--- src/rtl/skp_pkg.sv ---
// Shared types, codes and sizes for the skyline rectangle packer.
package skp_pkg;

  localparam int MAX_POINTS_DEF = 64;
  localparam int DIM_W = 13;
  localparam int COORD_W = 12;
  localparam int STATUS_W = 3;
  localparam int CFG_IDX_W = 2;
  localparam logic [DIM_W-1:0] DIM_MAX = 13'd4096;
  localparam logic [DIM_W-1:0] DIM_RESET = 13'd256;

  localparam logic [CFG_IDX_W-1:0] CFG_BIN_WIDTH = 2'd0;
  localparam logic [CFG_IDX_W-1:0] CFG_BIN_HEIGHT = 2'd1;

  localparam logic CMD_PLACE = 1'b0;
  localparam logic CMD_CLEAR = 1'b1;

  localparam logic [STATUS_W-1:0] ST_PLACED = 3'd0;
  localparam logic [STATUS_W-1:0] ST_NOROOM = 3'd1;
  localparam logic [STATUS_W-1:0] ST_TOOBIG = 3'd2;
  localparam logic [STATUS_W-1:0] ST_FULL = 3'd3;
  localparam logic [STATUS_W-1:0] ST_CLEARED = 3'd4;

  typedef struct packed {
    logic             command;
    logic [DIM_W-1:0] rect_width;
    logic [DIM_W-1:0] rect_height;
  } in_t;

  typedef struct packed {
    logic [COORD_W-1:0]  place_x;
    logic [COORD_W-1:0]  place_y;
    logic [STATUS_W-1:0] status;
  } out_t;

  typedef struct packed {
    logic [DIM_W-1:0] x;
    logic [DIM_W-1:0] y;
  } pt_t;

  typedef struct packed {
    logic valid;
    out_t data;
  } res_t;

endpackage

--- src/rtl/skp_mem.sv ---
// Skyline point memory: one write port, one registered read port.
module skp_mem #(
  parameter int Depth = skp_pkg::MAX_POINTS_DEF,
  parameter int AddrW = $clog2(skp_pkg::MAX_POINTS_DEF)
) (
  input  logic             clk,
  input  logic             rd_en,
  input  logic [AddrW-1:0] rd_addr,
  output skp_pkg::pt_t     rd_data,
  input  logic             wr_en,
  input  logic [AddrW-1:0] wr_addr,
  input  skp_pkg::pt_t     wr_data
);

  skp_pkg::pt_t mem_r [Depth];
  skp_pkg::pt_t rd_data_r;

  // write port
  always_ff @(posedge clk) begin
    if (wr_en) begin
      mem_r[wr_addr] <= wr_data;
    end
  end

  // registered read
  always_ff @(posedge clk) begin
    if (rd_en) begin
      rd_data_r <= mem_r[rd_addr];
    end
  end

  assign rd_data = rd_data_r;

endmodule

--- src/rtl/skp_engine.sv ---
// Placement sequencer: scans the skyline memory, picks the spot, rewrites points.
module skp_engine #(
  parameter int MaxPoints = skp_pkg::MAX_POINTS_DEF
) (
  input  logic                     clk,
  input  logic                     rst_n,
  input  logic [skp_pkg::DIM_W-1:0] bin_w,
  input  logic [skp_pkg::DIM_W-1:0] bin_h,
  input  logic                     new_bin,
  input  logic                     start,
  output logic                     ready,
  input  skp_pkg::in_t             cmd,
  output skp_pkg::res_t            res,
  input  logic                     res_ready
);

  localparam int AW = $clog2(MaxPoints);
  localparam int CW = $clog2(MaxPoints + 1);
  localparam int DW = skp_pkg::DIM_W;
  localparam int WW = 2 * DW;

  localparam logic [4:0] S_IDLE   = 5'd0;
  localparam logic [4:0] S_INIT0  = 5'd1;
  localparam logic [4:0] S_INIT1  = 5'd2;
  localparam logic [4:0] S_A_RD0  = 5'd3;
  localparam logic [4:0] S_A_US0  = 5'd4;
  localparam logic [4:0] S_A_RD   = 5'd5;
  localparam logic [4:0] S_A_US   = 5'd6;
  localparam logic [4:0] S_LEG    = 5'd7;
  localparam logic [4:0] S_B_RD   = 5'd8;
  localparam logic [4:0] S_B_US   = 5'd9;
  localparam logic [4:0] S_CMP0   = 5'd10;
  localparam logic [4:0] S_CMP1   = 5'd11;
  localparam logic [4:0] S_NEXT   = 5'd12;
  localparam logic [4:0] S_FIN    = 5'd13;
  localparam logic [4:0] S_F_US   = 5'd14;
  localparam logic [4:0] S_F3_US  = 5'd15;
  localparam logic [4:0] S_DRP_RD = 5'd16;
  localparam logic [4:0] S_DRP_WR = 5'd17;
  localparam logic [4:0] S_INS_RD = 5'd18;
  localparam logic [4:0] S_INS_WR = 5'd19;
  localparam logic [4:0] S_TOP    = 5'd20;
  localparam logic [4:0] S_DONE   = 5'd21;

  logic [4:0]    state_r, state_nxt;
  logic          init_pend_r, init_pend_nxt;
  logic          clr_pend_r, clr_pend_nxt;
  logic [CW-1:0] cnt_r, cnt_nxt;
  logic [CW-1:0] i_r, i_nxt;
  logic [CW-1:0] k_r, k_nxt;
  logic [CW-1:0] j_r, j_nxt;
  logic [CW-1:0] src_r, src_nxt;
  logic [CW-1:0] dst_r, dst_nxt;
  logic [DW-1:0] rw_r, rw_nxt;
  logic [DW-1:0] rh_r, rh_nxt;
  logic [DW-1:0] xi_r, xi_nxt;
  logic [DW-1:0] yi_r, yi_nxt;
  logic [DW:0]   right_r, right_nxt;
  logic [DW-1:0] top_r, top_nxt;
  logic [DW-1:0] px_r, px_nxt;
  logic [DW-1:0] py_r, py_nxt;
  logic [WW-1:0] prod_r, prod_nxt;
  logic          prod_vld_r, prod_vld_nxt;
  logic [WW-1:0] waste_r, waste_nxt;
  logic          found_r, found_nxt;
  logic [CW-1:0] bi_r, bi_nxt;
  logic [CW-1:0] bj_r, bj_nxt;
  logic [DW-1:0] bx_r, bx_nxt;
  logic [DW-1:0] by_r, by_nxt;
  logic [DW-1:0] btop_r, btop_nxt;
  logic [WW-1:0] bwaste_r, bwaste_nxt;
  skp_pkg::out_t res_r, res_nxt;

  logic          rd_en;
  logic [AW-1:0] rd_addr;
  skp_pkg::pt_t  rd_data;
  logic          wr_en;
  logic [AW-1:0] wr_addr;
  skp_pkg::pt_t  wr_data;
  logic [DW-1:0] seg_end;
  logic [DW-1:0] dx;
  logic [DW-1:0] dy;
  logic          too_big;

  skp_mem #(
    .Depth (MaxPoints),
    .AddrW (AW)
  ) u_mem (
    .clk     (clk),
    .rd_en   (rd_en),
    .rd_addr (rd_addr),
    .rd_data (rd_data),
    .wr_en   (wr_en),
    .wr_addr (wr_addr),
    .wr_data (wr_data)
  );

  assign ready = (state_r == S_IDLE) && !init_pend_r;
  assign res.valid = (state_r == S_DONE);
  assign res.data = res_r;

  assign too_big = (cmd.rect_width == '0) || (cmd.rect_height == '0) ||
                   (cmd.rect_width > bin_w) || (cmd.rect_height > bin_h);

  // clipped segment width and height gap for the waste term
  assign seg_end = ({1'b0, rd_data.x} < right_r) ? rd_data.x : right_r[DW-1:0];
  assign dx = seg_end - px_r;
  assign dy = top_r - py_r;

  // sequencer
  always_comb begin
    state_nxt = state_r;
    init_pend_nxt = init_pend_r | new_bin;
    clr_pend_nxt = clr_pend_r;
    cnt_nxt = cnt_r;
    i_nxt = i_r;
    k_nxt = k_r;
    j_nxt = j_r;
    src_nxt = src_r;
    dst_nxt = dst_r;
    rw_nxt = rw_r;
    rh_nxt = rh_r;
    xi_nxt = xi_r;
    yi_nxt = yi_r;
    right_nxt = right_r;
    top_nxt = top_r;
    px_nxt = px_r;
    py_nxt = py_r;
    prod_nxt = prod_r;
    prod_vld_nxt = 1'b0;
    waste_nxt = prod_vld_r ? waste_r + prod_r : waste_r;
    found_nxt = found_r;
    bi_nxt = bi_r;
    bj_nxt = bj_r;
    bx_nxt = bx_r;
    by_nxt = by_r;
    btop_nxt = btop_r;
    bwaste_nxt = bwaste_r;
    res_nxt = res_r;
    rd_en = 1'b0;
    rd_addr = '0;
    wr_en = 1'b0;
    wr_addr = '0;
    wr_data = '0;
    case (state_r)
      S_IDLE: begin
        if (init_pend_r) begin
          state_nxt = S_INIT0;
        end else if (start) begin
          rw_nxt = cmd.rect_width;
          rh_nxt = cmd.rect_height;
          res_nxt = '0;
          if (cmd.command == skp_pkg::CMD_CLEAR) begin
            clr_pend_nxt = 1'b1;
            state_nxt = S_INIT0;
          end else if (too_big) begin
            res_nxt.status = skp_pkg::ST_TOOBIG;
            state_nxt = S_DONE;
          end else begin
            i_nxt = '0;
            found_nxt = 1'b0;
            state_nxt = S_A_RD0;
          end
        end
      end
      S_INIT0: begin
        wr_en = 1'b1;
        wr_addr = '0;
        wr_data = '0;
        state_nxt = S_INIT1;
      end
      S_INIT1: begin
        wr_en = 1'b1;
        wr_addr = AW'(1);
        wr_data.x = bin_w;
        wr_data.y = '0;
        cnt_nxt = CW'(2);
        init_pend_nxt = new_bin;
        if (clr_pend_r) begin
          clr_pend_nxt = 1'b0;
          res_nxt = '0;
          res_nxt.status = skp_pkg::ST_CLEARED;
          state_nxt = S_DONE;
        end else begin
          state_nxt = S_IDLE;
        end
      end
      // first pass: find the span end and the tallest segment
      S_A_RD0: begin
        if (i_r + CW'(1) >= cnt_r) begin
          state_nxt = S_FIN;
        end else begin
          rd_en = 1'b1;
          rd_addr = i_r[AW-1:0];
          state_nxt = S_A_US0;
        end
      end
      S_A_US0: begin
        xi_nxt = rd_data.x;
        yi_nxt = rd_data.y;
        top_nxt = rd_data.y;
        right_nxt = {1'b0, rd_data.x} + {1'b0, rw_r};
        k_nxt = i_r + CW'(1);
        state_nxt = S_A_RD;
      end
      S_A_RD: begin
        if (k_r >= cnt_r) begin
          state_nxt = S_FIN;
        end else begin
          rd_en = 1'b1;
          rd_addr = k_r[AW-1:0];
          state_nxt = S_A_US;
        end
      end
      S_A_US: begin
        if ({1'b0, rd_data.x} >= right_r) begin
          j_nxt = k_r;
          state_nxt = S_LEG;
        end else begin
          if (rd_data.y > top_r) begin
            top_nxt = rd_data.y;
          end
          k_nxt = k_r + CW'(1);
          state_nxt = S_A_RD;
        end
      end
      S_LEG: begin
        if (({1'b0, top_r} + {1'b0, rh_r}) >= {1'b0, bin_h}) begin
          state_nxt = S_NEXT;
        end else begin
          waste_nxt = '0;
          k_nxt = i_r + CW'(1);
          px_nxt = xi_r;
          py_nxt = yi_r;
          state_nxt = S_B_RD;
        end
      end
      // second pass: accumulate the waste under the rectangle
      S_B_RD: begin
        rd_en = 1'b1;
        rd_addr = k_r[AW-1:0];
        state_nxt = S_B_US;
      end
      S_B_US: begin
        prod_nxt = {{DW{1'b0}}, dx} * {{DW{1'b0}}, dy};
        prod_vld_nxt = 1'b1;
        px_nxt = rd_data.x;
        py_nxt = rd_data.y;
        if (k_r == j_r) begin
          state_nxt = S_CMP0;
        end else begin
          k_nxt = k_r + CW'(1);
          state_nxt = S_B_RD;
        end
      end
      S_CMP0: begin
        state_nxt = S_CMP1;
      end
      S_CMP1: begin
        if (!found_r || (waste_r < bwaste_r)) begin
          found_nxt = 1'b1;
          bi_nxt = i_r;
          bj_nxt = j_r;
          bx_nxt = xi_r;
          by_nxt = yi_r;
          btop_nxt = top_r;
          bwaste_nxt = waste_r;
        end
        state_nxt = S_NEXT;
      end
      S_NEXT: begin
        i_nxt = i_r + CW'(1);
        state_nxt = S_A_RD0;
      end
      // rewrite the skyline around the chosen spot
      S_FIN: begin
        if (!found_r) begin
          res_nxt.status = skp_pkg::ST_NOROOM;
          state_nxt = S_DONE;
        end else begin
          rd_en = 1'b1;
          rd_addr = bj_r[AW-1:0];
          right_nxt = {1'b0, bx_r} + {1'b0, rw_r};
          state_nxt = S_F_US;
        end
      end
      S_F_US: begin
        if ({1'b0, rd_data.x} == right_r) begin
          dst_nxt = bi_r + CW'(1);
          src_nxt = bj_r;
          state_nxt = S_DRP_RD;
        end else if (bj_r == bi_r + CW'(1)) begin
          if (cnt_r >= CW'(MaxPoints)) begin
            res_nxt.status = skp_pkg::ST_FULL;
            state_nxt = S_DONE;
          end else begin
            dst_nxt = cnt_r;
            state_nxt = S_INS_RD;
          end
        end else begin
          rd_en = 1'b1;
          rd_addr = AW'(bj_r - CW'(1));
          state_nxt = S_F3_US;
        end
      end
      S_F3_US: begin
        wr_en = 1'b1;
        wr_addr = AW'(bj_r - CW'(1));
        wr_data.x = right_r[DW-1:0];
        wr_data.y = rd_data.y;
        dst_nxt = bi_r + CW'(1);
        src_nxt = bj_r - CW'(1);
        state_nxt = S_DRP_RD;
      end
      S_DRP_RD: begin
        if (src_r >= cnt_r) begin
          cnt_nxt = dst_r;
          state_nxt = S_TOP;
        end else begin
          rd_en = 1'b1;
          rd_addr = src_r[AW-1:0];
          state_nxt = S_DRP_WR;
        end
      end
      S_DRP_WR: begin
        wr_en = 1'b1;
        wr_addr = dst_r[AW-1:0];
        wr_data = rd_data;
        src_nxt = src_r + CW'(1);
        dst_nxt = dst_r + CW'(1);
        state_nxt = S_DRP_RD;
      end
      S_INS_RD: begin
        if (dst_r == bj_r) begin
          wr_en = 1'b1;
          wr_addr = bj_r[AW-1:0];
          wr_data.x = right_r[DW-1:0];
          wr_data.y = by_r;
          cnt_nxt = cnt_r + CW'(1);
          state_nxt = S_TOP;
        end else begin
          rd_en = 1'b1;
          rd_addr = AW'(dst_r - CW'(1));
          state_nxt = S_INS_WR;
        end
      end
      S_INS_WR: begin
        wr_en = 1'b1;
        wr_addr = dst_r[AW-1:0];
        wr_data = rd_data;
        dst_nxt = dst_r - CW'(1);
        state_nxt = S_INS_RD;
      end
      S_TOP: begin
        wr_en = 1'b1;
        wr_addr = bi_r[AW-1:0];
        wr_data.x = bx_r;
        wr_data.y = btop_r + rh_r;
        res_nxt.place_x = bx_r[skp_pkg::COORD_W-1:0];
        res_nxt.place_y = btop_r[skp_pkg::COORD_W-1:0];
        res_nxt.status = skp_pkg::ST_PLACED;
        state_nxt = S_DONE;
      end
      S_DONE: begin
        if (res_ready) begin
          state_nxt = S_IDLE;
        end
      end
      default: begin
        state_nxt = S_IDLE;
      end
    endcase
  end

  // control registers
  always_ff @(posedge clk) begin
    if (!rst_n) begin
      state_r <= S_IDLE;
      init_pend_r <= 1'b1;
      clr_pend_r <= 1'b0;
      cnt_r <= CW'(2);
      prod_vld_r <= 1'b0;
      found_r <= 1'b0;
    end else begin
      state_r <= state_nxt;
      init_pend_r <= init_pend_nxt;
      clr_pend_r <= clr_pend_nxt;
      cnt_r <= cnt_nxt;
      prod_vld_r <= prod_vld_nxt;
      found_r <= found_nxt;
    end
  end

  // datapath registers
  always_ff @(posedge clk) begin
    i_r <= i_nxt;
    k_r <= k_nxt;
    j_r <= j_nxt;
    src_r <= src_nxt;
    dst_r <= dst_nxt;
    rw_r <= rw_nxt;
    rh_r <= rh_nxt;
    xi_r <= xi_nxt;
    yi_r <= yi_nxt;
    right_r <= right_nxt;
    top_r <= top_nxt;
    px_r <= px_nxt;
    py_r <= py_nxt;
    prod_r <= prod_nxt;
    waste_r <= waste_nxt;
    bi_r <= bi_nxt;
    bj_r <= bj_nxt;
    bx_r <= bx_nxt;
    by_r <= by_nxt;
    btop_r <= btop_nxt;
    bwaste_r <= bwaste_nxt;
    res_r <= res_nxt;
  end

  a_cnt_range: assert property (@(posedge clk) disable iff (!rst_n)
    (cnt_r >= CW'(2)) && (cnt_r <= CW'(MaxPoints)))
    else $error("point count out of range");

  a_top_found: assert property (@(posedge clk) disable iff (!rst_n)
    (state_r == S_TOP) |-> found_r)
    else $error("skyline rewrite without a chosen spot");

  a_ins_room: assert property (@(posedge clk) disable iff (!rst_n)
    (state_r == S_INS_RD) |-> (cnt_r < CW'(MaxPoints)))
    else $error("point insert with a full table");

  a_start_leaves_idle: assert property (@(posedge clk) disable iff (!rst_n)
    (start && ready) |=> (state_r != S_IDLE))
    else $error("accepted item did not start work");

endmodule

--- src/rtl/skyline_rect_packer.sv ---
// Top level of the skyline rectangle packer: ports, config registers, result register.
//
// Usage: items enter on in_valid/in_ready with in_data (command, rect_width,
// rect_height). Each item yields exactly one result item on out_valid/out_ready
// with out_data (place_x, place_y, status). Items are worked one at a time, and
// the engine returns to idle after each result before it takes the next.
// A rejected rectangle goes straight to its result and a clear writes the empty
// skyline. A placement scans each start point: it reads the points under the
// rectangle to find their top and, where the spot is low enough, reads them again
// to sum the waste; then it rewrites the skyline, moving points through the
// single read port of the point memory. No room is reported once the scan ends.
// The result sits in an output register, so the next item is taken while a
// finished result waits; a stalled receiver holds the engine once a second
// result is ready. Reset sets both bin sizes to 256 and writes the empty
// skyline; in_ready and cfg_ready stay low while it is written. A write on
// cfg_valid/cfg_ready (index 0 width, 1 height, clamped to 4096) starts a new
// empty bin the same way and takes priority over a waiting input item; other
// indexes are ignored.
module skyline_rect_packer #(
  parameter int MaxPoints = skp_pkg::MAX_POINTS_DEF
) (
  input  logic                         clk,
  input  logic                         rst_n,
  input  logic                         in_valid,
  output logic                         in_ready,
  input  skp_pkg::in_t                 in_data,
  output logic                         out_valid,
  input  logic                         out_ready,
  output skp_pkg::out_t                out_data,
  input  logic                         cfg_valid,
  output logic                         cfg_ready,
  input  logic [skp_pkg::CFG_IDX_W-1:0] cfg_index,
  input  logic [skp_pkg::DIM_W-1:0]     cfg_data
);

  logic [skp_pkg::DIM_W-1:0] bin_w_r, bin_w_nxt;
  logic [skp_pkg::DIM_W-1:0] bin_h_r, bin_h_nxt;
  logic [skp_pkg::DIM_W-1:0] cfg_val;
  logic                      cfg_wr;
  logic                      new_bin;
  logic                      eng_ready;
  skp_pkg::res_t             res;
  logic                      res_ready;
  logic                      out_valid_r, out_valid_nxt;
  skp_pkg::out_t             out_data_r, out_data_nxt;

  skp_engine #(
    .MaxPoints (MaxPoints)
  ) u_engine (
    .clk       (clk),
    .rst_n     (rst_n),
    .bin_w     (bin_w_r),
    .bin_h     (bin_h_r),
    .new_bin   (new_bin),
    .start     (in_ready && in_valid),
    .ready     (eng_ready),
    .cmd       (in_data),
    .res       (res),
    .res_ready (res_ready)
  );

  // hold input items while a config write is offered
  assign in_ready = eng_ready && !cfg_valid;
  assign cfg_ready = eng_ready;
  assign cfg_wr = cfg_valid && cfg_ready;
  assign cfg_val = (cfg_data > skp_pkg::DIM_MAX) ? skp_pkg::DIM_MAX : cfg_data;
  assign new_bin = cfg_wr && ((cfg_index == skp_pkg::CFG_BIN_WIDTH) ||
                              (cfg_index == skp_pkg::CFG_BIN_HEIGHT));

  // update bin sizes
  always_comb begin
    bin_w_nxt = bin_w_r;
    bin_h_nxt = bin_h_r;
    if (cfg_wr && (cfg_index == skp_pkg::CFG_BIN_WIDTH)) begin
      bin_w_nxt = cfg_val;
    end
    if (cfg_wr && (cfg_index == skp_pkg::CFG_BIN_HEIGHT)) begin
      bin_h_nxt = cfg_val;
    end
  end

  // hold the result item until taken
  assign res_ready = !out_valid_r || out_ready;
  always_comb begin
    out_valid_nxt = out_valid_r;
    out_data_nxt = out_data_r;
    if (out_valid_r && out_ready) begin
      out_valid_nxt = 1'b0;
    end
    if (res.valid && res_ready) begin
      out_valid_nxt = 1'b1;
      out_data_nxt = res.data;
    end
  end

  always_ff @(posedge clk) begin
    if (!rst_n) begin
      bin_w_r <= skp_pkg::DIM_RESET;
      bin_h_r <= skp_pkg::DIM_RESET;
      out_valid_r <= 1'b0;
    end else begin
      bin_w_r <= bin_w_nxt;
      bin_h_r <= bin_h_nxt;
      out_valid_r <= out_valid_nxt;
    end
  end

  always_ff @(posedge clk) begin
    out_data_r <= out_data_nxt;
  end

  assign out_valid = out_valid_r;
  assign out_data = out_data_r;

endmodule

--- config.mk ---
export PLATFORM = sky130hd
export DESIGN_NAME = skyline_rect_packer
export DESIGN_NICKNAME = d
export VERILOG_FILES = /design/src/rtl/skp_pkg.sv /design/src/rtl/skp_mem.sv /design/src/rtl/skp_engine.sv /design/src/rtl/skyline_rect_packer.sv
export SDC_FILE = /design/constraint.sdc
export NUM_CORES = 2
export LEC_CHECK = 0
export BUFFER_PORTS_ARGS = -buffer_cell sky130_fd_sc_hd__buf_4
export CORE_ASPECT_RATIO = 1.1
export CORE_MARGIN = 10
export CORE_UTILIZATION = 57
export CTS_CLUSTER_SIZE = 8
export DETAILED_ROUTE_END_ITERATION = 12
export GPL_ROUTABILITY_DRIVEN = 0
export PLACE_DENSITY_LB_ADDON = 0.3
export SYNTH_ARGS = -nofsm -noshare
export SYNTH_HDL_FRONTEND = slang
export SYNTH_SLANG_ARGS = --single-unit
--- constraint.sdc ---
create_clock -name clk -period 10.2 [get_ports clk]
set_input_delay 2.04 -clock clk [delete_from_list [all_inputs] [get_ports clk]]
set_output_delay 2.04 -clock clk [all_outputs]
set_load 0.02 [all_outputs]
==> metrics <==
status=complete, but fails checks; failing checks=capacitance limit, slew limit; slowest stage delay, CP=550 ps; Period minus WS final=9750 ps; Post-Syn Instances=6953; Starting Density=57.4%; Worst Hold Path EP=out_data[19]; dominant synthesized flop cell=edfxtp_1; post-synthesis cell type count=98; Reg2Reg Setup Slack=450 ps; I/O pin cnt=77; Area growth, synth to finish=12.8%; Maximum Capacitance Violations=1; dpl hpwl=168000 µm; row count=155; hold path cells=0; clk sinks=2058; post-synthesis sequential area ratio=65.5%; endpoints failing hold=0; vias in the first global route=62000; Relative slew margins=-0.946%; GRT met3 Usage=7.29%; initial antenna violation count=16; Avg Cell Area, Syn=13.4 µm²; GRT Util Overall=30.2%; Die Y=444 µm; FFs w/ async S/R, synth=0%; drt via density=6.72; Pre-antenna DRT Iters=7; worst skew pair latency=970 ps; largest net degree at the start of global routing=143; CP Data Required Time=10860 ps; core region area=0.163 mm²; CTS clk-pin slew, worst paths=50 ps; clock skew=79.4 ps; WL per Instance=29.7 µm; CTS tree=yes; data arrival time of the critical path=10410 ps; XOR/XNOR Fraction of Synth Area=1.55%; Post-Synthesis Net Count=7405; max frequency=103 MHz; Area after DPL=0.0971 mm²; initial detailed-routing violation count=9000; max-slew violations=1; total CTS buffers=307; Residual DRC=0; startpoint types=register; RR Startpoint=u_engine.u_mem.rd_data[16]; Post-synth EDFFs=1989; post-synthesis cell area=0.0933 mm²; GR peak layer=met2; WS Path Type=register to register; PortBufs=76; period utilization=95.6%; CTS Root Cell=clkbuf_16; Fillers=11400; Antenna Nets Post-Route=0; M1 GR Usage=37.6%; R2R cell count=40; die extent in x=406 µm; Vias=62800; CP max-delay cell=fa_1; Hold Crit Start=u_engine.res[19]; HP Class=register to register; Area contributors post-synth=edfxtp_1 (64%), nand2_1 (4.0%), ha_1 (3.7%); post-synth top area cell=edfxtp_1; clk buf depth=4; fraction of synthesized area in multiplexers=3.48%; main combinational cell family by area after synthesis=simple AND/OR/NAND/NOR gates; layout cells sized above 1=11.6%; Congestion Overflow GR=0; Layout Utilization=64.8%; RSZ-0062 raised after global routing=yes; Synth Area in Compound Gates=9.30%; post-route cell area=0.105 mm²; first-pass GRT wire length=404000 µm; Synth Area in Simple Gates=10.7%; reg2reg end=u_engine.prod_r[25]; Ys Warns=0; worst slew pin tran=1500 ps; global-route track usage on met2=46.8%; top cell type's share of synthesized area=64.0%; Post-Synth Adder-Cell Area=6.45%; H-tree depth=5; Layout Nets=7629; crit-path max FO=24; Final Setup Violations=0; setup_tns=0 ps; CP Capture Type=register; Die Area=0.180 mm²; Synth Register Bits=2058; drt total wl=278000 µm
[cell type report]
type                       count  area (µm²)  share of cell area (%)
antenna                        6        15.0                  0.0143
clock buffer                 344        7910                    7.51
clock inverter                11         144                   0.137
inverter                     322        1210                    1.15
multi-input combinational   4197       29900                    28.4
sequential                  2058       61100                    58.1
tap                         2119        2650                    2.52
timing repair buffer         291        2270                    2.16
[cell families (layout without fill, tap and decap cells)]
logic type | count (synthesis) | in the layout
other | 0 | 6
flip-flops | 2058 | 2058
AO/OA/AOI/OAI | 1212 | 1212
adder cells (fa/ha/maj) | 405 | 405
multiplexers | 317 | 317
XOR/XNOR | 160 | 160
AND/OR/NAND/NOR | 2103 | 2103
buffers and inverters | 698 | 968
[worst max path at each step]
stage / from / endpoint / slack, ps / depth (start not counted)
floorplan: u_engine.u_mem.rd_data[16] / u_engine.prod_r[25] / 720 / 41
finish: u_engine.u_mem.rd_data[16] / u_engine.prod_r[25] / 450 / 40
global route: u_engine.u_mem.rd_data[16] / u_engine.prod_r[25] / -30 / 40
detailed placement: u_engine.u_mem.rd_data[16] / u_engine.prod_r[25] / 220 / 41
CTS: u_engine.u_mem.rd_data[16] / u_engine.prod_r[25] / 160 / 40
global placement: u_engine.u_mem.rd_data[16] / u_engine.prod_r[25] / 390 / 41
[synthesized netlist by cell type, types with 22 or more instances]
cell,n
clkbuf_1,215
o211ai_1,36
inv_1,320
nor4_1,22
a22oi_1,60
o21bai_1,37
xnor2_1,106
or4_1,23
o21ai_0,139
nor4b_1,43
mux2_2,23
a21o_1,44
a211oi_1,118
nor2b_1,29
nand2_1,987
dfxtp_1,69
nor3_1,72
xor2_1,51
and2_1,25
edfxtp_1,1989
a31oi_1,88
a41oi_1,25
a221oi_1,69
nand2b_1,36
o2bb2ai_1,35
nand3_1,240
mux2i_1,290
ha_1,278
nand4_1,37
fa_1,127
nor2_1,307
a2111oi_0,44
buf_1,28
a211o_1,35
buf_2,113
and3_1,158
o21a_1,26
a21oi_1,224
a32oi_1,85
[routing by layer]
layer | part of all wire [%] | wire length, µm
met5 | 0.029 | 82
met4 | 7.7 | 21300
met3 | 12 | 32000
met2 | 46 | 127000
met1 | 35 | 97500
[state kept, by name, indices dropped and copies added, names as in the netlist, 13 cells and up]
name                    flops
u_engine.rw_r              13
u_engine.bwaste_r          26
u_engine.res               27
u_engine.yi_r              13
u_engine.right_r           14
u_engine.bx_r              13
u_engine.waste_r           26
u_engine.py_r              13
u_engine.rh_r              13
bin_h_r                    13
u_engine.u_mem.rd_data     26
u_engine.top_r             13
u_engine.px_r              13
u_engine.btop_r            13
bin_w_r                    13
u_engine.xi_r              13
u_engine.prod_r            26
out_data                   27
u_engine.by_r              13
u_engine.u_mem.mem_r     1664
[through the flow]
stage                     setup slack (ps)  hold slack (ps)  cells
final                                  452              416   9348
after detailed placement               217              405   8987
after floorplan                        724              400   6953
after global placement                 395              402   8987
after CTS                              156              413   9342
after global routing                 -33.2              428   9342
[placed cells by master (no fill, tap or decap), types with 44 or more instances in the layout]
master,count
a211oi_1,117
nand2_1,973
a22oi_1,60
xor2_1,51
nor2_2,68
buf_4,284
ha_1,278
edfxtp_1,1989
nor2_1,237
nor3_1,68
and3_1,157
a32oi_1,85
inv_1,318
a21oi_1,218
clkbuf_16,311
a21o_1,44
o21ai_0,126
a31oi_1,88
dfxtp_1,69
fa_1,127
mux2i_1,289
nand3_1,238
a221oi_1,67
xnor2_1,105
[repair_timing]
action	CTS	global route
endpoints found under the setup margin	0	7
buffers inserted	0	0
hold buffers	0	0
resized for setup	0	12
[worst max-delay path, delay by kind of cell, from the launching register on]
kind	cells	cell delay [ps]
AND/OR/NAND/NOR	2	210
adder cells (fa/ha/maj)	8	3510
AO/OA/AOI/OAI	23	4560
XOR/XNOR	1	80
buffers and inverters	6	640
flip-flops	1	460
Power is left out: the tool's default activity adds up to more than one toggle a clock period on the data nets, which glitch-free logic cannot reach.
